==> config.mk <==
export PLATFORM = sky130hd
export DESIGN_NAME = ffha_ram
export DESIGN_NICKNAME = d
export VERILOG_FILES = /design/src/sv/ffha_ram.sv
export SDC_FILE = /design/constraint.sdc
export NUM_CORES = 1
export LEC_CHECK = 0
export BUFFER_PORTS_ARGS = -buffer_cell sky130_fd_sc_hd__buf_2
export CORE_MARGIN = 8
export CORE_UTILIZATION = 50
export DETAILED_ROUTE_END_ITERATION = 6
export PLACE_DENSITY = 0.72
export SYNTH_ARGS = -nofsm -noshare
export SYNTH_HDL_FRONTEND = slang
export SYNTH_SLANG_ARGS = --single-unit
export TNS_END_PERCENT = 20
==> constraint.sdc <==
create_clock -name clk -period 5.45 [get_ports clk]
set_clock_uncertainty 0.15 [all_clocks]
set_input_delay 0.545 -clock clk [delete_from_list [all_inputs] [get_ports clk]]
set_output_delay 0.545 -clock clk [all_outputs]
set_load 0.01 [all_outputs]
==> src/sv/ffha_ram.sv <==
module ffha_ram #(
  parameter int WIDTH = 8,
  parameter int DEPTH = 16
) (
  input  logic                     clk,
  input  logic                     we,
  input  logic [$clog2(DEPTH)-1:0] waddr,
  input  logic [WIDTH-1:0]         wdata,
  input  logic                     re,
  input  logic [$clog2(DEPTH)-1:0] raddr,
  output logic [WIDTH-1:0]         rdata
);

  logic [WIDTH-1:0] mem [DEPTH];

  always_ff @(posedge clk) begin
    if (we) begin
      mem[waddr] <= wdata;
    end
    if (re) begin
      rdata <= mem[raddr];
    end
  end

endmodule

After elaboration in Yosys (flattened, before gate mapping) --
Memories as Yosys holds them, arrays and structs flattened. A register that Yosys moved wholly into a read port is not among the register bits. Cells that the tools add are included. W data, S select, Z words.
Storage, ports and cells: register bits 0, RAM bits 128, bits of input ports 19, output and inout port bits 8, word-level logic and storage cells 3, memories 1
Cells by class: mux-type cells 2
Memories:
- mem | depth 16, width 8, read ports 1, clocked after memory_dff 1, wr ports 1, line 14 | logic [WIDTH-1:0] mem [DEPTH];
Operators with widths (count):
- $mux W1 | 2

Longest topological paths before layout --
depth in word-level cells 2, gate-level depth with buffers 5, gate-level depth less buffers 3

Least setup slack after synthesis --
OpenSTA, ideal clock, no wires.
path type input-to-reg, from input waddr[2], to memory mem[0][0] (enable), library setup time 0.383 ns, arrival 1.655 ns, required time 4.917 ns, path slack 3.262 ns, stages on the path 2, path through or3b_2 -> nor3_1
RTL lines:
- start: declaration | line 7 | input logic [$clog2(DEPTH)-1:0] waddr,
- end: declaration | line 14
No word-level cell before the write port.

==> qor.txt <==
Clk_lat worst skew -> 0.51 ns
Post-Syn Area -> 5228 sq um
CTS resizes -> 0
Commonest cells post-synth -> 136 x edfxtp_1, 18 x mux4_2, 16 x a22oi_1
Die W -> 118.3 microns
Peak per-stage delay on the critical path -> 0.77 ns
Post-synth cell types -> 18
Total power density per cell area -> 395.4 nW/um^2
Via density -> 5.961
Die Height -> 118.3 microns
VDD IR max -> 0.2738 mV
Core ar. -> 10230 sq um
Outcome -> finished clean
CTS tree -> yes
RSZ-0062 raised after global routing -> no
Maximum clock frequency -> 433.3 MHz
Placed cell area -> 5466 sq um
Final hold viol count -> 0
Design area -> 6042 sq um
Reg2reg start -> mem[1][2]$_DFFE_PP_
Sequential-to-total area share from yosys stat -> 78.12%
Area of the multi-input gates -> 1067 sq um
Cts hold-fix bufs -> 0
FILL cells -> 703
Initial core utilization -> 51.09%
Initial antenna violation count -> 0
Syn_nets -> 248
Final setup fails -> 0
DRT iter0 DRCs -> 294
First-pass GRT wire length -> 15050 microns
Kind of critical path -> input pin to flip-flop
Cell Chain, Critical Path -> buf_2 -> mux4_1 -> a22oi_1 -> nand2_1
Syn Area/Cell -> 22.83 sq um
DR WL/cell -> 23.68 microns
Clock power share -> 46.1%
CP Capture Type -> flip-flop
Boundary Pins -> 27
N_diodes -> 0
Remaining routing DRC violations -> 0
Vias in the first global route -> 2549
Critical Path RT -> 5.56 ns
Min Clock Period, post-route -> 2.308 ns
Hold depth -> 1
Worst reg2reg path depth -> 3
Root Buffer -> clkbuf_8
Htree depth -> 4
Worst path arrival time -> 2.41 ns
Setup crit start kind -> input pin
P_sw -> 0.4763 mW
FF/Latch Area -> 4084 sq um
Port bufs -> 26
Crit Path Max Fanout -> 32
HP Class -> input pin to flip-flop
Fin crit share -> 42.34%
Max-slew headroom -> 30.53%
GPL Wtd Cong -> 0.7008
Postcts setup bufs -> 0
Fraction of registers with async set/reset -> 0%
Post-DP HPWL -> 6135 microns
Mapped Cells -> 229
Cell with the most instances after synthesis -> edfxtp_1
Hold endpoint -> rdata[3]$_DFFE_PP_
Area leader, netlist -> edfxtp_1
R2r setup slk -> 3.73 ns
Final wirelength -> 9826 microns
CTS Buf Count -> 17
Hold Startpoint -> re
Largest net degree at the start of global routing -> 33
Sw Share -> 19.94%
Grt total ovfl -> 0
Worst-Margin Slew -> 1.042 ns
Synth top area cells -> edfxtp_1 78%, mux4_2 7.8%, mux4_1 7.0%
Sink Count -> 136
Combinational Power Share -> 4.3%
Row count -> 37
Layout area overhead -> 15.58%
Pleak -> 1.999 nW
Layout cells sized above 1 -> 27.60%
Layout Nets -> 285
Synth warn -> 0
Critical path depth -> 4
Final setup TNS -> 0 ns
Int Pwr -> 1.913 mW
Post-synth EDFFs -> 136
Worst-path cell with the longest stage delay -> buf_2
Final slew viol count -> 0
Post-synth top area share -> 78.12%
Max Cap Violations -> 0
Worst Path Buf+Inv -> 1
DRT Pass-1 Iters -> 4
Clock tree buffer depth -> 2
Post-synth top flop -> edfxtp_1
Antenna viol nets, final -> 0
Seq cells post-synth -> 136
Die ar. -> 13980 sq um
Sequential Power Share -> 49.6%
GRT Total Usage -> 14.72%
Reg-to-reg endpoint -> rdata[2]$_DFFE_PP_
Vias -> 2474
Clock-pin slew on the worst setup and hold paths -> 0.06 ns
Top Family by Delay on Critical Path -> buffers and inverters
-- cell families (layout without fill, tap and decap cells) --
kind of cell,Yosys count,count (layout),share of synthesized area [%]
muxes,32,32,14.79
and+or+nand+nor,35,35,3.136
DFF,136,136,78.12
buffers and inverters,10,60,1.651
AOI/OAI and AO/OA,16,16,2.298
-- final cells by class --
type	instances	area share (%)
clock buffer	19	6.979
tap	136	2.816
multi-input combinational	83	17.66
sequential	136	67.59
timing repair buffer	28	2.402
clock inverter	13	2.547
-- placed cells by master (no fill, tap or decap), types with 2 or more instances in the layout --
cell	count
nor3_1	2
clkinvlp_4	2
mux4_1	14
nand2b_1	2
clkbuf_1	2
clkinv_1	2
nand2_1	9
nand3b_1	2
clkinv_2	3
a22oi_1	16
nor2_1	13
edfxtp_1	136
buf_2	26
buf_4	2
clkinv_4	2
bufinv_16	3
mux4_2	18
nor3_2	2
clkbuf_16	16
-- worst max-delay path by stage --
stage	from	to	slack, ns
final	raddr[0]	rdata[2]$_DFFE_PP_	3.14
after global routing	raddr[0]	rdata[2]$_DFFE_PP_	3.00
after CTS	raddr[0]	rdata[2]$_DFFE_PP_	3.12
after detailed placement	raddr[0]	rdata[0]$_DFFE_PP_	2.58
after global placement	raddr[0]	rdata[0]$_DFFE_PP_	2.60
after floorplan	waddr[2]	mem[0][0]$_DFFE_PP_	3.26
-- stage by stage --
stage	hold WS, ns	setup WS (ns)	total power [mW]	cells	util, %
final	0.2480	3.142	2.389	415	59.06
after floorplan	0.4939	3.262	1.267	229	-
after global routing	0.2341	3.001	2.448	415	59.06
after global placement	0.5868	2.601	1.306	383	53.43
after CTS	0.2375	3.123	2.396	415	59.06
after detailed placement	0.5886	2.580	1.310	383	53.43
-- worst register-to-register path, stage by stage, from the launching register on --
cell      delay [ns]
edfxtp_1        0.37
mux4_1          0.53
a22oi_1         0.33
nand2_1         0.09
-- state kept, by name (all words and copies together), names as in the netlist --
register and cells:
mem 128, rdata 8
-- routing by layer --
layer	wire length [microns]	GRT usage [%]	up-vias
met5	0	0	-
met4	213	7.606	0
met3	658	4.236	17
met2	4810	23.20	123
met1	4143	18.28	1278
li1	-	-	1056
-- power by group through the flow --
stage	registers (mW)	clock network, mW	logic [mW]
after global routing	1.19	1.15	0.110
after detailed placement	1.21	0	0.103
after CTS	1.19	1.11	0.104
after floorplan	1.21	0	0.0595
final	1.19	1.10	0.102
after global placement	1.21	0	0.100
(Power assumes the default switching activity.)
