### src/sv/ffha_pkg.sv
package ffha_pkg;

  localparam int ARENA_GRANULES = 1024;
  localparam int AW = $clog2(ARENA_GRANULES);
  localparam int MW = AW + 1;
  localparam int BW = MW + 1;
  localparam int CW = AW + 1;
  localparam int PW = AW + 2;
  localparam int FIELD_W = 10;
  localparam logic [AW-1:0] SENT = AW'(ARENA_GRANULES - 2);
  localparam logic [AW-1:0] SENT_LINK = AW'(ARENA_GRANULES - 1);
  localparam logic FUNC_ALLOC = 1'b0;
  localparam logic FUNC_FREE = 1'b1;

  typedef struct packed {
    logic               func;
    logic [FIELD_W-1:0] request_size;
    logic [FIELD_W-1:0] free_address;
  } ffha_in_t;

  typedef struct packed {
    logic [FIELD_W-1:0] payload_address;
    logic               ok;
  } ffha_out_t;

  typedef struct packed {
    logic          re;
    logic [AW-1:0] raddr;
    logic          we;
    logic [AW-1:0] waddr;
    logic [AW-1:0] wdata;
  } ffha_a_req_t;

  typedef struct packed {
    logic          re;
    logic [AW-1:0] raddr;
    logic          we;
    logic [AW-1:0] waddr;
    logic [BW-1:0] wdata;
  } ffha_b_req_t;

  function automatic logic [AW-1:0] ffha_init_a(logic [AW-1:0] i);
    logic [AW-1:0] r;
    r = '0;
    if (i == AW'(0) || i == AW'(1)) begin
      r = SENT;
    end
    return r;
  endfunction

  function automatic logic [BW-1:0] ffha_init_b(logic [AW-1:0] i);
    logic [BW-1:0] r;
    r = '0;
    if (i == AW'(0)) begin
      r = {1'b0, MW'(ARENA_GRANULES - 3)};
    end else if (i == AW'(1)) begin
      r = {1'b0, 1'b0, SENT};
    end else if (i == SENT) begin
      r = {1'b1, MW'(1)};
    end
    return r;
  endfunction

endpackage

### src/sv/ffha_seq.sv
module ffha_seq import ffha_pkg::*; (
  input  logic          clk,
  input  logic          rst_n,
  input  logic          start,
  input  ffha_in_t      req,
  output logic          idle,
  output ffha_a_req_t   a_req,
  output ffha_b_req_t   b_req,
  input  logic [AW-1:0] a_rdata,
  input  logic [BW-1:0] b_rdata,
  output logic          res_valid,
  input  logic          res_ready,
  output ffha_out_t     res
);

  localparam logic [4:0] S_CLR   = 5'd0;
  localparam logic [4:0] S_IDLE  = 5'd1;
  localparam logic [4:0] A_HEAD  = 5'd2;
  localparam logic [4:0] A_HEAD2 = 5'd3;
  localparam logic [4:0] A_CHK   = 5'd4;
  localparam logic [4:0] A_SIZE  = 5'd5;
  localparam logic [4:0] A_PREV  = 5'd6;
  localparam logic [4:0] F_WALK  = 5'd7;
  localparam logic [4:0] F_SIZE  = 5'd8;
  localparam logic [4:0] F_PHYS  = 5'd9;
  localparam logic [4:0] F_PSZ   = 5'd10;
  localparam logic [4:0] F_NSZ   = 5'd11;
  localparam logic [4:0] F_LINK  = 5'd12;
  localparam logic [4:0] F_HEAD  = 5'd13;
  localparam logic [4:0] S_WR    = 5'd14;
  localparam logic [4:0] S_FIN   = 5'd15;

  logic [4:0]    state_r;
  logic [AW-1:0] clr_r;
  logic [CW-1:0] cnt_r;
  logic [MW-1:0] req_r;
  logic [AW-1:0] cur_r, ln_r, blk_r, nb_r, pb_r;
  logic [PW-1:0] p_r;
  logic [MW-1:0] cs_r, s_r;
  logic [BW-1:0] ps_r, ns_r;
  ffha_out_t     res_r;
  logic [1:0]    qi_r;
  logic          qa_en_r [4];
  logic [AW-1:0] qa_addr_r [4];
  logic [AW-1:0] qa_data_r [4];
  logic          qb_en_r [4];
  logic [AW-1:0] qb_addr_r [4];
  logic [BW-1:0] qb_data_r [4];

  logic          b_free, b_used, fits, split;
  logic          pf, pu, nf, nu;
  logic [AW-1:0] t, ts_end, ms2_end, ms3_end;
  logic [MW-1:0] ts, ms2, ms3, sz1;

  assign b_free = !b_rdata[BW-1] && (b_rdata[MW-1:0] != '0);
  assign b_used = b_rdata[BW-1] && (b_rdata[MW-1:0] != '0);
  assign fits   = !b_rdata[BW-1] && (b_rdata[MW-1:0] >= req_r);
  assign split  = cs_r > (req_r + MW'(2));
  assign t      = cur_r + req_r[AW-1:0] + AW'(1);
  assign ts     = cs_r - req_r - MW'(1);
  assign ts_end = t + ts[AW-1:0] + AW'(1);
  assign pf     = !ps_r[BW-1] && (ps_r[MW-1:0] != '0);
  assign pu     = ps_r[BW-1] && (ps_r[MW-1:0] != '0);
  assign nf     = b_free;
  assign nu     = b_used;
  assign sz1    = ps_r[MW-1:0] + s_r + MW'(1);
  assign ms2    = s_r + ns_r[MW-1:0] + MW'(1);
  assign ms3    = ps_r[MW-1:0] + s_r + ns_r[MW-1:0] + MW'(2);
  assign ms2_end = blk_r + ms2[AW-1:0] + AW'(1);
  assign ms3_end = pb_r + ms3[AW-1:0] + AW'(1);

  assign idle      = (state_r == S_IDLE);
  assign res_valid = (state_r == S_FIN);
  assign res       = res_r;

  always_comb begin
    a_req = '0;
    b_req = '0;
    case (state_r)
      S_CLR: begin
        a_req.we = 1'b1;
        a_req.waddr = clr_r;
        a_req.wdata = ffha_init_a(clr_r);
        b_req.we = 1'b1;
        b_req.waddr = clr_r;
        b_req.wdata = ffha_init_b(clr_r);
      end
      A_HEAD: begin
        a_req.re = 1'b1;
        a_req.raddr = SENT_LINK;
      end
      A_CHK: begin
        b_req.re = 1'b1;
        b_req.raddr = cur_r;
        a_req.re = 1'b1;
        a_req.raddr = cur_r + AW'(1);
      end
      A_SIZE: begin
        b_req.re = 1'b1;
        b_req.raddr = cur_r + AW'(1);
      end
      F_WALK: begin
        b_req.re = 1'b1;
        b_req.raddr = p_r[AW-1:0];
      end
      F_SIZE: begin
        if (p_r == PW'(blk_r) && b_used) begin
          b_req.we = 1'b1;
          b_req.waddr = blk_r;
          b_req.wdata = {1'b0, b_rdata[MW-1:0]};
          a_req.re = 1'b1;
          a_req.raddr = blk_r;
        end
      end
      F_PHYS: begin
        b_req.re = 1'b1;
        b_req.raddr = a_rdata;
      end
      F_PSZ: begin
        b_req.re = 1'b1;
        b_req.raddr = nb_r;
      end
      F_NSZ: begin
        a_req.re = 1'b1;
        b_req.re = 1'b1;
        b_req.raddr = nb_r + AW'(1);
        if ((pu && nf) || (pf && nf)) begin
          a_req.raddr = nb_r + AW'(1);
        end else begin
          a_req.raddr = SENT_LINK;
        end
      end
      S_WR: begin
        a_req.we = qa_en_r[qi_r];
        a_req.waddr = qa_addr_r[qi_r];
        a_req.wdata = qa_data_r[qi_r];
        b_req.we = qb_en_r[qi_r];
        b_req.waddr = qb_addr_r[qi_r];
        b_req.wdata = qb_data_r[qi_r];
      end
      default: begin
      end
    endcase
  end

  always_ff @(posedge clk) begin
    if (!rst_n) begin
      state_r <= S_CLR;
      clr_r <= '0;
      qi_r <= '0;
      for (int i = 0; i < 4; i++) begin
        qa_en_r[i] <= 1'b0;
        qb_en_r[i] <= 1'b0;
      end
    end else begin
      case (state_r)
        S_CLR: begin
          clr_r <= clr_r + AW'(1);
          if (clr_r == AW'(ARENA_GRANULES - 1)) begin
            state_r <= S_IDLE;
          end
        end
        S_IDLE: begin
          if (start) begin
            req_r <= MW'(req.request_size);
            cnt_r <= '0;
            p_r <= '0;
            blk_r <= AW'(req.free_address) - AW'(1);
            res_r <= '0;
            qi_r <= '0;
            for (int i = 0; i < 4; i++) begin
              qa_en_r[i] <= 1'b0;
              qb_en_r[i] <= 1'b0;
            end
            if (req.func == FUNC_ALLOC) begin
              state_r <= (req.request_size == '0) ? S_FIN : A_HEAD;
            end else begin
              state_r <= (req.free_address == '0) ? S_FIN : F_WALK;
            end
          end
        end
        A_HEAD: begin
          state_r <= A_HEAD2;
        end
        A_HEAD2: begin
          cur_r <= a_rdata;
          state_r <= A_CHK;
        end
        A_CHK: begin
          if (cnt_r == CW'(ARENA_GRANULES) || cur_r == SENT) begin
            state_r <= S_FIN;
          end else begin
            state_r <= A_SIZE;
          end
        end
        A_SIZE: begin
          cs_r <= b_rdata[MW-1:0];
          ln_r <= a_rdata;
          if (fits) begin
            state_r <= A_PREV;
          end else begin
            cur_r <= a_rdata;
            cnt_r <= cnt_r + CW'(1);
            state_r <= A_CHK;
          end
        end
        A_PREV: begin
          res_r.ok <= 1'b1;
          res_r.payload_address <= FIELD_W'(cur_r + AW'(1));
          state_r <= S_WR;
          if (split) begin
            qa_en_r[0] <= 1'b1; qa_addr_r[0] <= t;                qa_data_r[0] <= cur_r;
            qa_en_r[1] <= 1'b1; qa_addr_r[1] <= t + AW'(1);       qa_data_r[1] <= ln_r;
            qa_en_r[2] <= 1'b1; qa_addr_r[2] <= b_rdata[AW-1:0] + AW'(1);
            qa_data_r[2] <= t;
            qa_en_r[3] <= 1'b1; qa_addr_r[3] <= ts_end;           qa_data_r[3] <= t;
            qb_en_r[0] <= 1'b1; qb_addr_r[0] <= t;                qb_data_r[0] <= {1'b0, ts};
            qb_en_r[1] <= 1'b1; qb_addr_r[1] <= cur_r;            qb_data_r[1] <= {1'b1, req_r};
            qb_en_r[2] <= 1'b1; qb_addr_r[2] <= t + AW'(1);
            qb_data_r[2] <= {2'b00, b_rdata[AW-1:0]};
            qb_en_r[3] <= 1'b1; qb_addr_r[3] <= ln_r + AW'(1);    qb_data_r[3] <= {2'b00, t};
          end else begin
            qa_en_r[0] <= 1'b1; qa_addr_r[0] <= b_rdata[AW-1:0] + AW'(1);
            qa_data_r[0] <= ln_r;
            qb_en_r[0] <= 1'b1; qb_addr_r[0] <= ln_r + AW'(1);
            qb_data_r[0] <= {2'b00, b_rdata[AW-1:0]};
            qb_en_r[1] <= 1'b1; qb_addr_r[1] <= cur_r;            qb_data_r[1] <= {1'b1, cs_r};
          end
        end
        F_WALK: begin
          if (cnt_r == CW'(ARENA_GRANULES) || p_r == PW'(SENT) || p_r > PW'(blk_r)) begin
            state_r <= S_FIN;
          end else begin
            state_r <= F_SIZE;
          end
        end
        F_SIZE: begin
          if (p_r == PW'(blk_r)) begin
            if (b_used) begin
              s_r <= b_rdata[MW-1:0];
              nb_r <= blk_r + b_rdata[AW-1:0] + AW'(1);
              state_r <= F_PHYS;
            end else begin
              state_r <= S_FIN;
            end
          end else begin
            p_r <= p_r + PW'(b_rdata[MW-1:0]) + PW'(1);
            cnt_r <= cnt_r + CW'(1);
            state_r <= F_WALK;
          end
        end
        F_PHYS: begin
          pb_r <= a_rdata;
          state_r <= F_PSZ;
        end
        F_PSZ: begin
          ps_r <= b_rdata;
          state_r <= F_NSZ;
        end
        F_NSZ: begin
          ns_r <= b_rdata;
          res_r.ok <= 1'b1;
          if (pf && nu) begin
            qa_en_r[0] <= 1'b1; qa_addr_r[0] <= nb_r; qa_data_r[0] <= pb_r;
            qb_en_r[0] <= 1'b1; qb_addr_r[0] <= pb_r; qb_data_r[0] <= {1'b0, sz1};
            state_r <= S_WR;
          end else if ((pu && nf) || (pf && nf)) begin
            state_r <= F_LINK;
          end else begin
            state_r <= F_HEAD;
          end
        end
        F_LINK: begin
          state_r <= S_WR;
          if (pu) begin
            qa_en_r[0] <= 1'b1; qa_addr_r[0] <= blk_r + AW'(1);   qa_data_r[0] <= a_rdata;
            qa_en_r[1] <= 1'b1; qa_addr_r[1] <= b_rdata[AW-1:0] + AW'(1);
            qa_data_r[1] <= blk_r;
            qa_en_r[2] <= 1'b1; qa_addr_r[2] <= ms2_end;          qa_data_r[2] <= blk_r;
            qb_en_r[0] <= 1'b1; qb_addr_r[0] <= blk_r + AW'(1);
            qb_data_r[0] <= {2'b00, b_rdata[AW-1:0]};
            qb_en_r[1] <= 1'b1; qb_addr_r[1] <= a_rdata + AW'(1); qb_data_r[1] <= {2'b00, blk_r};
            qb_en_r[2] <= 1'b1; qb_addr_r[2] <= blk_r;            qb_data_r[2] <= {1'b0, ms2};
          end else begin
            qa_en_r[0] <= 1'b1; qa_addr_r[0] <= b_rdata[AW-1:0] + AW'(1);
            qa_data_r[0] <= a_rdata;
            qa_en_r[1] <= 1'b1; qa_addr_r[1] <= ms3_end;          qa_data_r[1] <= pb_r;
            qb_en_r[0] <= 1'b1; qb_addr_r[0] <= a_rdata + AW'(1);
            qb_data_r[0] <= {2'b00, b_rdata[AW-1:0]};
            qb_en_r[1] <= 1'b1; qb_addr_r[1] <= pb_r;             qb_data_r[1] <= {1'b0, ms3};
          end
        end
        F_HEAD: begin
          state_r <= S_WR;
          qa_en_r[0] <= 1'b1; qa_addr_r[0] <= blk_r + AW'(1);     qa_data_r[0] <= a_rdata;
          qa_en_r[1] <= 1'b1; qa_addr_r[1] <= SENT_LINK;          qa_data_r[1] <= blk_r;
          qb_en_r[0] <= 1'b1; qb_addr_r[0] <= blk_r + AW'(1);     qb_data_r[0] <= {2'b00, SENT};
          qb_en_r[1] <= 1'b1; qb_addr_r[1] <= a_rdata + AW'(1);   qb_data_r[1] <= {2'b00, blk_r};
        end
        S_WR: begin
          qi_r <= qi_r + 2'd1;
          if (qi_r == 2'd3) begin
            state_r <= S_FIN;
          end
        end
        S_FIN: begin
          if (res_ready) begin
            state_r <= S_IDLE;
          end
        end
        default: begin
          state_r <= S_IDLE;
        end
      endcase
    end
  end

`ifndef SYNTH
  a_start_busy: assert property (@(posedge clk) disable iff (!rst_n)
    start |=> !idle)
    else $error("sequencer stayed idle after a transfer");
  a_fail_zero: assert property (@(posedge clk) disable iff (!rst_n)
    res_valid |-> (res.ok || res.payload_address == '0))
    else $error("failed result carries an address");
  a_reset_clear: assert property (@(posedge clk)
    !rst_n |=> state_r == S_CLR)
    else $error("reset did not start the clearing pass");
  a_wr_only_queue: assert property (@(posedge clk) disable iff (!rst_n)
    (state_r == S_WR) |-> !a_req.re && !b_req.re)
    else $error("read issued during write sequence");
`endif

endmodule

### config.mk
export PLATFORM = sky130hd
export DESIGN_NAME = ffha_seq
export DESIGN_NICKNAME = d
export VERILOG_FILES = /design/src/sv/ffha_pkg.sv /design/src/sv/ffha_seq.sv
export SDC_FILE = /design/constraint.sdc
export NUM_CORES = 1
export LEC_CHECK = 0
export BUFFER_PORTS_ARGS = -buffer_cell sky130_fd_sc_hd__buf_2
export CAP_MARGIN = 40
export CORE_ASPECT_RATIO = 0.7
export CORE_UTILIZATION = 35
export DETAILED_ROUTE_END_ITERATION = 10
export HOLD_SLACK_MARGIN = 0.05
export MAX_ROUTING_LAYER = met4
export RECOVER_POWER = 25
export SLEW_MARGIN = 30
export SYNTH_ARGS = -nofsm -noshare
export SYNTH_HDL_FRONTEND = slang
export SYNTH_SLANG_ARGS = --single-unit
### constraint.sdc
create_clock -name clk -period 8.3 [get_ports clk]
set_input_delay 0.415 -clock clk [delete_from_list [all_inputs] [get_ports clk]]
set_output_delay 0.415 -clock clk [all_outputs]
set_load 0.05 [all_outputs]
**After elaboration in Yosys (flattened, before gate mapping)**

Memory sizes are Yosys's and may differ from the RTL's. A register that Yosys moved wholly into a read port is not among the register bits.
Cells that the tools add are included.

- Register bits after elaboration: 156
- Logic and storage cells: 355
- Memories: 6
- Bits in latches: 0
- ROM bits: 0
- RAM bits: 176

Memories:

| memory | depth | bits a word | read ports | clocked after Yosys merged registers in | wr ports | line | source |
|---|---|---|---|---|---|---|---|
| qb_data_r | 4 | 12 | 1 | 1 | 4 | ffha_seq.sv:48 | `logic [BW-1:0] qb_data_r [4];` |
| qa_addr_r | 4 | 10 | 1 | 1 | 4 | ffha_seq.sv:44 | `logic [AW-1:0] qa_addr_r [4];` |
| qa_data_r | 4 | 10 | 1 | 1 | 4 | ffha_seq.sv:45 | `logic [AW-1:0] qa_data_r [4];` |
| qb_addr_r | 4 | 10 | 1 | 1 | 4 | ffha_seq.sv:47 | `logic [AW-1:0] qb_addr_r [4];` |
| qa_en_r | 4 | 1 | 1 | 1 | 4 | ffha_seq.sv:43 | `logic qa_en_r [4];` |
| qb_en_r | 4 | 1 | 1 | 1 | 4 | ffha_seq.sv:46 | `logic qb_en_r [4];` |

- Div/mod/pow operators: 0
- Reduce and logical (&&, ||, !) cells: 43
- Bitwise operators: 73
- Magnitude comparators: 3
- Mux-type cells: 152
- Add/sub/neg operators: 32
- Shift-type cells: 0
- Multiply operators: 0
- Equality and inequality tests: 29

Operators by type and width:

| cell | number |
|---|---|
| 10-bit two-way mux | 31 |
| 12-bit two-way mux | 15 |
| 10-bit by 1-bit adder with 10-bit output, second input constant | 13 |
| 1-bit OR | 73 |
| 5-bit case mux with 14 select lines | 1 |
| 23-bit case mux with 3 select lines | 1 |
| 11-bit case mux with 6 select lines | 1 |
| 1-bit two-way mux | 64 |
| 10-bit adder | 5 |
| 11-bit two-way mux | 4 |
| 11-bit case mux with 4 select lines | 1 |
| 21-bit case mux with 2 select lines | 1 |
| 5-bit by 4-bit equality test with 1-bit output, second input constant | 8 |
| 10-bit case mux with 2 select lines | 2 |
| 11-bit by 1-bit adder with 11-bit output, second input constant | 3 |
| 11-bit adder | 3 |
| 11-bit case mux with 3 select lines | 1 |
| 10-bit equality test, second input constant | 3 |
| 10-bit zero test | 3 |
| 5-bit two-way mux | 6 |
| 2-bit two-way mux | 14 |
| 12-bit case mux with 2 select lines | 1 |
| 23-bit two-way mux | 1 |
| 11-bit nonzero test | 2 |
| 37 further kinds | 75 |

**Longest topological paths before layout**

Gate-level depths: netlist of run 1.

- Depth in word-level cells: 12
- Depth in mapped cells: 20
- Gate-level depth less buffers: 20

**Least setup slack after synthesis of run 1**

Ideal clock, no wire load.

- Path type: register to register
- Start: register req_r[1]
- End: memory qa_addr_r[2][0] (netlist bit) (enable)
- Stages on the path, launching flop included: 10
- Data arrival time: 5.034 ns
- Setup time: 0.380 ns
- Setup slack: 2.886 ns
- Required time: 7.920 ns
- Cell sequence: edfxtp_1 inv_1 or4_1 xnor2_1 ha_1 o21ai_0 o211ai_1 a221oi_2 nor3_1 or2_2

RTL lines:

| item | line | source |
|---|---|---|
| from (decl) | ffha_seq.sv:36 | `logic [MW-1:0] req_r;` |
| from (signal assigned) | ffha_seq.sv:165 | `req_r <= MW'(req.request_size);` |
| to (decl) | ffha_seq.sv:44 |  |

==> results of run 1 <==
## layout make-up
class / instances / share of cell area, %
diodes: 2 / 0.0204
clock buffers: 44 / 4.05
clock inverters: 24 / 0.835
inverters: 83 / 1.27
multi-input cells: 1638 / 47.2
flip-flops and latches: 319 / 38.0
well taps: 808 / 4.12
repair buffers: 190 / 4.54
## worst register-to-register path: stages (launching register included)
cell,delay (ps)
edfxtp_1,360
ha_1,180
inv_1,60
fa_1,410
nor2b_1,180
o21ai_0,110
a21boi_0,350
nor2_1,140
ha_1,310
ha_1,370
and3_1,190
a221o_1,360
nor2_1,130
xnor2_1,170
ha_1,320
a21oi_1,150
a31oi_1,80
a21o_1,210
a21oi_1,170
xnor2_1,90
a222oi_1,290
## logic make-up (layout without fill, tap and decap cells)
family                     Yosys count  after routing  share of synthesized area (%)
AOI/OAI and AO/OA                  470            470                           14.4
xor gates and xnor gates           183            183                           7.62
adders and majority gates          165            165                           9.90
buffers and inverters              184            341                           3.49
DFF                                319            319                           43.1
muxes                               54             54                           4.95
other                                0              2                              0
and+or+nand+nor                    766            766                           16.5
## flip-flops by register name, summed over array words and instances (netlist names), 11 cells and up, named ones only
register,count
qb_data_r,34
cnt_r,11
ps_r,12
s_r,11
res,11
ns_r,11
qa_data_r,40
qb_addr_r,40
cs_r,11
qa_addr_r,40
p_r,12
## cells in the final DEF, fill, tap and decap left out, types with 11 or more instances in the layout
cell type,synthesis,layout
edfxtp_1,293,293
nand2_1,255,254
inv_1,81,81
nor2b_1,19,19
buf_2,29,84
a22o_1,14,14
buf_4,3,36
nor2_1,214,210
mux4_2,42,42
xnor2_1,107,107
ha_1,155,155
nor3_1,49,45
nand3_1,83,82
clkbuf_1,62,56
nand4_1,14,14
o22ai_1,17,17
a22oi_1,26,26
and3_1,36,36
a21o_1,24,24
o2111ai_1,13,13
dfxtp_1,26,24
a31oi_1,31,30
a221o_1,12,12
o21ai_1,42,40
clkbuf_16,0,39
xor2_1,71,71
o21ai_0,58,59
o211ai_1,13,13
and2_1,11,11
nand2b_1,11,11
nor4_1,19,19
a21oi_1,118,117
o21a_1,16,16
## cell usage after synthesis (all sizes together), types with 22 or more instances
master	instances	area (um2)
nor3	52	282
a22oi	26	195
nor4	22	156
nor2	221	862
a21o	24	180
mux4	42	946
a21oi	119	599
inv	83	312
nand3	84	425
nand2	257	970
ha	155	1940
o21ai	100	500
xor2	72	638
clkbuf	62	233
buf	39	209
a31oi	32	206
and3	36	225
edfxtp	293	8800
dfxtp	26	521
xnor2	110	986
## layer usage
metal	GRT usage, %	up-vias	share of wire, %
met5	-	-	0
met4	6.10	0	2.1
met3	9.66	142	15
met2	38.4	1375	39
met1	44.4	9424	44
li1	-	8219	-
## per-stage QoR
step                std cells  utilization [%]  hold WS, ps
floorplan                2141                -          421
global placement         3017             38.4          428
detailed placement       3023             38.5          439
CTS                      3101             40.7          118
global route             3106             40.6          165
finish                   3108             40.6          134
## final timing paths
kind	from	endpoint	slack, ps	depth (start not counted)
max	state_r[0]$_SDFFE_PN0P_	b_req[9]	2800	7
min	req[4]	blk_r[4]$_DFFE_PP_	130	3
max reg2reg	ps_r[0]$_DFFE_PP_	qa_addr_r[1][9]$_DFFE_PP_	3490	20
min reg2reg	qb_en_r[0]$_DFF_P_	qb_en_r[0]$_DFF_P_	450	1
## where the power goes
group	switching, uW	internal, uW
combinational	184	63.2
sequential	2.77	1740
clock	750	931
total	937	2730
## timing repair
item | in CTS | in global routing
buffers inserted | 0 | 0
hold buffers | 10 | 0
hold endpoints to repair | 10 | 0
resized for setup | 0 | 0
==> impl_results.md, run 1 <==
* Initial DRC Count at 2818
* Clk_lat worst skew at 590 ps
* Longest Clk Path Bufs at 3
* Crit path arrival time at between 5000 and 6000 ps
* Seq/Total Area, Yosys at between 40% and 50%
* Chip width at 299 um
* I/O pins at 126
* Via density at 6.16
* DIE HEIGHT at 210 um
* TritonCTS Buffers at 37
* Post-synth EDFFs at 293
* Synth Cell Area at 21600 um2
* Reg area at 9320 um2
* Pin count of the biggest net entering global routing at 46
* Global placement routability congestion at 1.03
* First-pass GRT wire length at 130000 um
* Async S/R FF share, synth at 0%
* Syn Area/Cell at just over 10 um2
* Core area at 60400 um2
* Top FF cell, synth: edfxtp_1
* Library cells used by synthesis at 90
* Yosys warns at 0
* Post-DP HPWL at between 60000 and 70000 um
* CTS tree: yes
* Min-delay worst type: input pin to register
* Area occupied by multi-input gates at 11600 um2
* Post-Route Skew at ~28 ps
* Violated checks: max-capacitance violations, max-slew violations
* Yosys reg bits at around 320
* Global route overflow at 0
* Drt drc at 0
* Fillcell total at 5983
* # setup viols final at 0
* Tmin final at 5500 ps
* Dpl ws at approximately 3600 ps
* Post-layout nets at between 2000 and 2500
* Antenna violations before repair at 6
* Critical Path Most Common Cell: clkbuf_1
* Clk pin slew, worst setup/hold paths at 60 ps
* Critical Path Fanout Max at 35
* Crit-path cells: clkbuf_1 -> nor3_4 -> clkbuf_1 -> nand3_1 -> nor2_1 -> a221o_1 -> buf_2
* # rows at 75
* FMAX at around 180 MHz
* Clock Sinks at 319
* Number of global-route vias before repair at 17600
* Top cell family by delay on the critical path: buffers and inverters
* Pwr Density at 149 nW/um2
* Vias at 19200
* Startpoint type of the worst setup path: register
* RSZ-0062 raised after global routing: false
* WS Path Type: register to output pin
* Buffers & Inverters on Critical Path at 3
* Final wirelength at 92600 um
* Share of layout cells above drive strength 1 at 12.5%
* Critical Path Slowest Stage Cell: clkbuf_1
* Slowest Stage Delay on Critical Path at 1420 ps
* Critical Path RT at 7890 ps
* H-tree depth at 2
* Least-Margin Pin Slew at 2290 ps
* Endpoint class of the critical path: output pin
* Fin crit share at 66.3%
* Setup WS post-layout at between 2000 and 3000 ps
* Die area at 62700 um2
* Area Overhead vs Synth at 13.7%
* Mapped Cells at 2141
* Slew HR at -52.7%
* Leak pwr at 0.00927 uW
* DR pass1 iterations at 6
* DRT antenna net count at 0
* Tot GR Track Use at approximately 30%
* Mapped Nets at 2353
* Buffers on Ports at 125
* Max Cap Viol at 2
* Post-DP Area at 23300 um2
* Final hold vios at 0
* Final Cell Area at ~25000 um2
* Wire per inst at 29.8 um
* Final Max Slew Viols at 66
* Status: finished with violations
* VDD IR max at 0.0941 mV
* Root buffer cell: clkbuf_16
* Initial Util at 35.7%
* Power Total at 3670 uW
* Total negative slack at 0 ps
Power figures use the tool's default switching activity.
==> run 2: changes to the inputs <==
==> constraint.sdc (replaced) <==
create_clock -name clk -period 4.71 [get_ports clk]
set_input_delay 0.2355 -clock clk [delete_from_list [all_inputs] [get_ports clk]]
set_output_delay 0.2355 -clock clk [all_outputs]
set_load 0.05 [all_outputs]
==> run 2 against run 1 <==
The run ends with max-capacitance violations left. Power grew 79%. Global-route usage increased by 0.90 points. Clock skew down 1.8 ps. Non-clock buffer count rose by 79. First-iteration DRC count rose by 1.1%. Critical endpoint is now qa_data_r[0][9]$_DFFE_PP_. Highest routed layer unchanged.
==> impl_results.md, run 2 (synthesis gave the netlist of run 1 again) <==
* Root buffer cell: clkbuf_16
* Post-DP Area at 23700 um2 (+1.8%)
* Chip width at 299 um (unchanged)
* Max Cap Viol at 1 (-1)
* Commonest non-fill, non-tap cell in the layout: edfxtp_1
* Final Max Slew Viols at 0 (-100%)
* Violated checks: max-capacitance violations
* Final Cell Area at 25300 um2 (+2.8%)
* Hold_ws at 168 ps (+33.9 ps)
* DR pass1 iterations at 6 (unchanged)
* VDD IR max at 0.222 mV (+140%)
* Clk pin slew, worst setup/hold paths at 60 ps (about the same)
* R2r setup slk at 60 ps (-3430 ps)
* GR met3 Demand/Resource at 9.16% (-0.50 points)
* Met2 Use GR at 41.2% (+2.7 points)
* # rows at 75 (unchanged)
* Vias at 19300 (+0.52%)
* Reg2Reg Depth at 15 (-25%)
* Die area at 62700 um2 (unchanged)
* Core area at 60400 um2 (unchanged)
* Post-Route Skew at 26.2 ps (-1.79 ps)
* # diodes at 0 (-2)
* CTS tree: yes
* Met1 usage at 45.5% (+1.1 points)
* Worst setup path endpoint: qa_data_r[0][9]$_DFFE_PP_
* H-tree depth at 2 (unchanged)
* Drt drc at 0 (unchanged)
* Total negative slack at 0 ps (unchanged)
* WS Path Type: register to register
* Startpoint type of the worst setup path: register
* Initial DRC Count at 2848 (+1.1%)
* Reg-to-reg startpoint: req_r[7]$_DFFE_PP_
* Tot GR Track Use at 30.7% (+0.90 points)
* Clk_lat worst skew at 580 ps (about the same)
* Longest Clk Path Bufs at 3 (unchanged)
* Regs by FF count: qa_addr_r x40, qa_data_r x40, qb_addr_r x40
* Critical Path Fanout Max at 15 (-57%)
* Share of layout cells above drive strength 1 at 14.1% (+1.6 points)
* Min-delay worst type: input pin to register
* Final hold vios at 0 (unchanged)
* Buffers on Ports at 125 (unchanged)
* Area Overhead vs Synth at 16.9%
* Slowest Stage Delay on Critical Path at 590 ps (-830 ps)
* Final wirelength at 95200 um (+2.8%)
* Least-Margin Pin Slew at 1500 ps (-794 ps)
* Initial Util at 35.7% (unchanged)
* Post-layout nets at 2559 (+3.1%)
* GRT busiest layer: met1
* Pin count of the biggest net entering global routing at 44 (-4.3%)
* Endpoint class of the critical path: register
* Tmin final at 4650 ps
* # setup viols final at 0 (unchanged)
* Status: finished with violations
* Post-DP HPWL at 73000 um (+4.4%)
* Via density at 6.05 (-1.8%)
* DIE HEIGHT at 210 um (unchanged)
* FMAX at 215 MHz
* Crit path arrival time at 5100 ps (about the same)
* Critical path origin: req_r[7]$_DFFE_PP_
* Pwr Density at 260 nW/um2 (+74%)
* Global route overflow at 0 (unchanged)
* Critical Path Slowest Stage Cell: nor4_1
* Capture point of the worst reg-to-reg path: qa_data_r[0][9]$_DFFE_PP_
* Final core occ at 41.8% (+1.1 points)
* Critical Path RT at 5160 ps (-2730 ps)
* I/O pins at 126 (unchanged)
* Most frequent cells in the layout: edfxtp_1 (293), nand2_1 (255), nor2_1 (210)
* Wire per inst at 29.9 um (+0.43%)
* Antenna violations before repair at 3 (-3)
* Fin crit share at between 90% and 100%
* Slew HR at 0.279% (+53 points)
* Crit-path cells: inv_1 -> nor4_1 -> nand3_1 -> xnor2_1 -> ha_1 -> a21oi_1 -> o211ai_1 -> a221oi_4 -> nor2_1 -> or2_4 -> nand3_2 -> buf_4 -> nor2_1 -> nor4_1 -> buf_4
* Clock Sinks at 319 (unchanged)
* Number of global-route vias before repair at 17600 (+0.045%)
* First-pass GRT wire length at 133000 um (+2.5%)
* Leak pwr at 0.00961 uW (+3.7%)
* Global placement routability congestion at 1.03 (-0.58%)
* Power Total at 6580 uW (+79%)
* RSZ-0062 raised after global routing: false
* DRT antenna net count at 0 (unchanged)
* TritonCTS Buffers at 36 (-2.7%)
-- run 2: critical path, delay by kind of cell (launching register included) --
family	cells	cell delay, ps
and+or+nand+nor	7	2200
AOI/OAI and AO/OA	3	800
buffers and inverters	3	580
DFF	1	480
adders and majority gates	1	310
xor gates and xnor gates	1	160
-- run 2: worst min path at each step --
stage | startpoint | end | slack (ps) | cells past startpoint
after CTS | a_rdata[0] | ln_r[0]$_DFFE_PP_ | 60 | 1
after floorplan | b_rdata[0] | cs_r[0]$_DFFE_PP_ | 330 | 0
after global routing | req[1] | blk_r[1]$_DFFE_PP_ | 200 | 4
final | req[1] | blk_r[1]$_DFFE_PP_ | 170 | 4
after detailed placement | req[10] | req_r[0]$_DFFE_PP_ | 430 | 1
after global placement | req[18] | req_r[8]$_DFFE_PP_ | 430 | 1
-- run 2: repair_timing --
item / CTS / global route
gates resized for setup: 0 / 17
hold endpoints to repair: 49 / 0
setup endpoints to repair: 0 / 6
hold buffers: 32 / 0
setup buffers: 0 / 3
-- run 2: metrics by stage --
step | std cells | worst slack, ps
after floorplan | 2141 | 345
after global placement | 3071 | 93.9
after detailed placement | 3078 | 106
after CTS | 3175 | 51.0
after global routing | 3182 | 5.16
final | 3182 | 57.6
-- run 2: where the power goes --
group | switching (uW) | total [uW] | internal, uW
logic | 325 | 448 | 123
clock network | 1300 | 3060 | 1750
registers | 4.72 | 3070 | 3070
-- run 2: routing by layer --
layer	up-vias	part of all wire, %
met3	117	13
met4	0	1.7
met2	1237	40
met1	9548	45
met5	-	0
li1	8358	-
-- run 2: area by class of cell --
class / instances / area [um2]
Multi-Input combinational cell: 1638 / 11700
Tap cell: 808 / 1010
Clock inverter: 25 / 322
Clock buffer: 40 / 916
Fill cell: 5920 / 35200
Timing Repair Buffer: 269 / 1710
Sequential cell: 319 / 9320
Inverter: 83 / 312
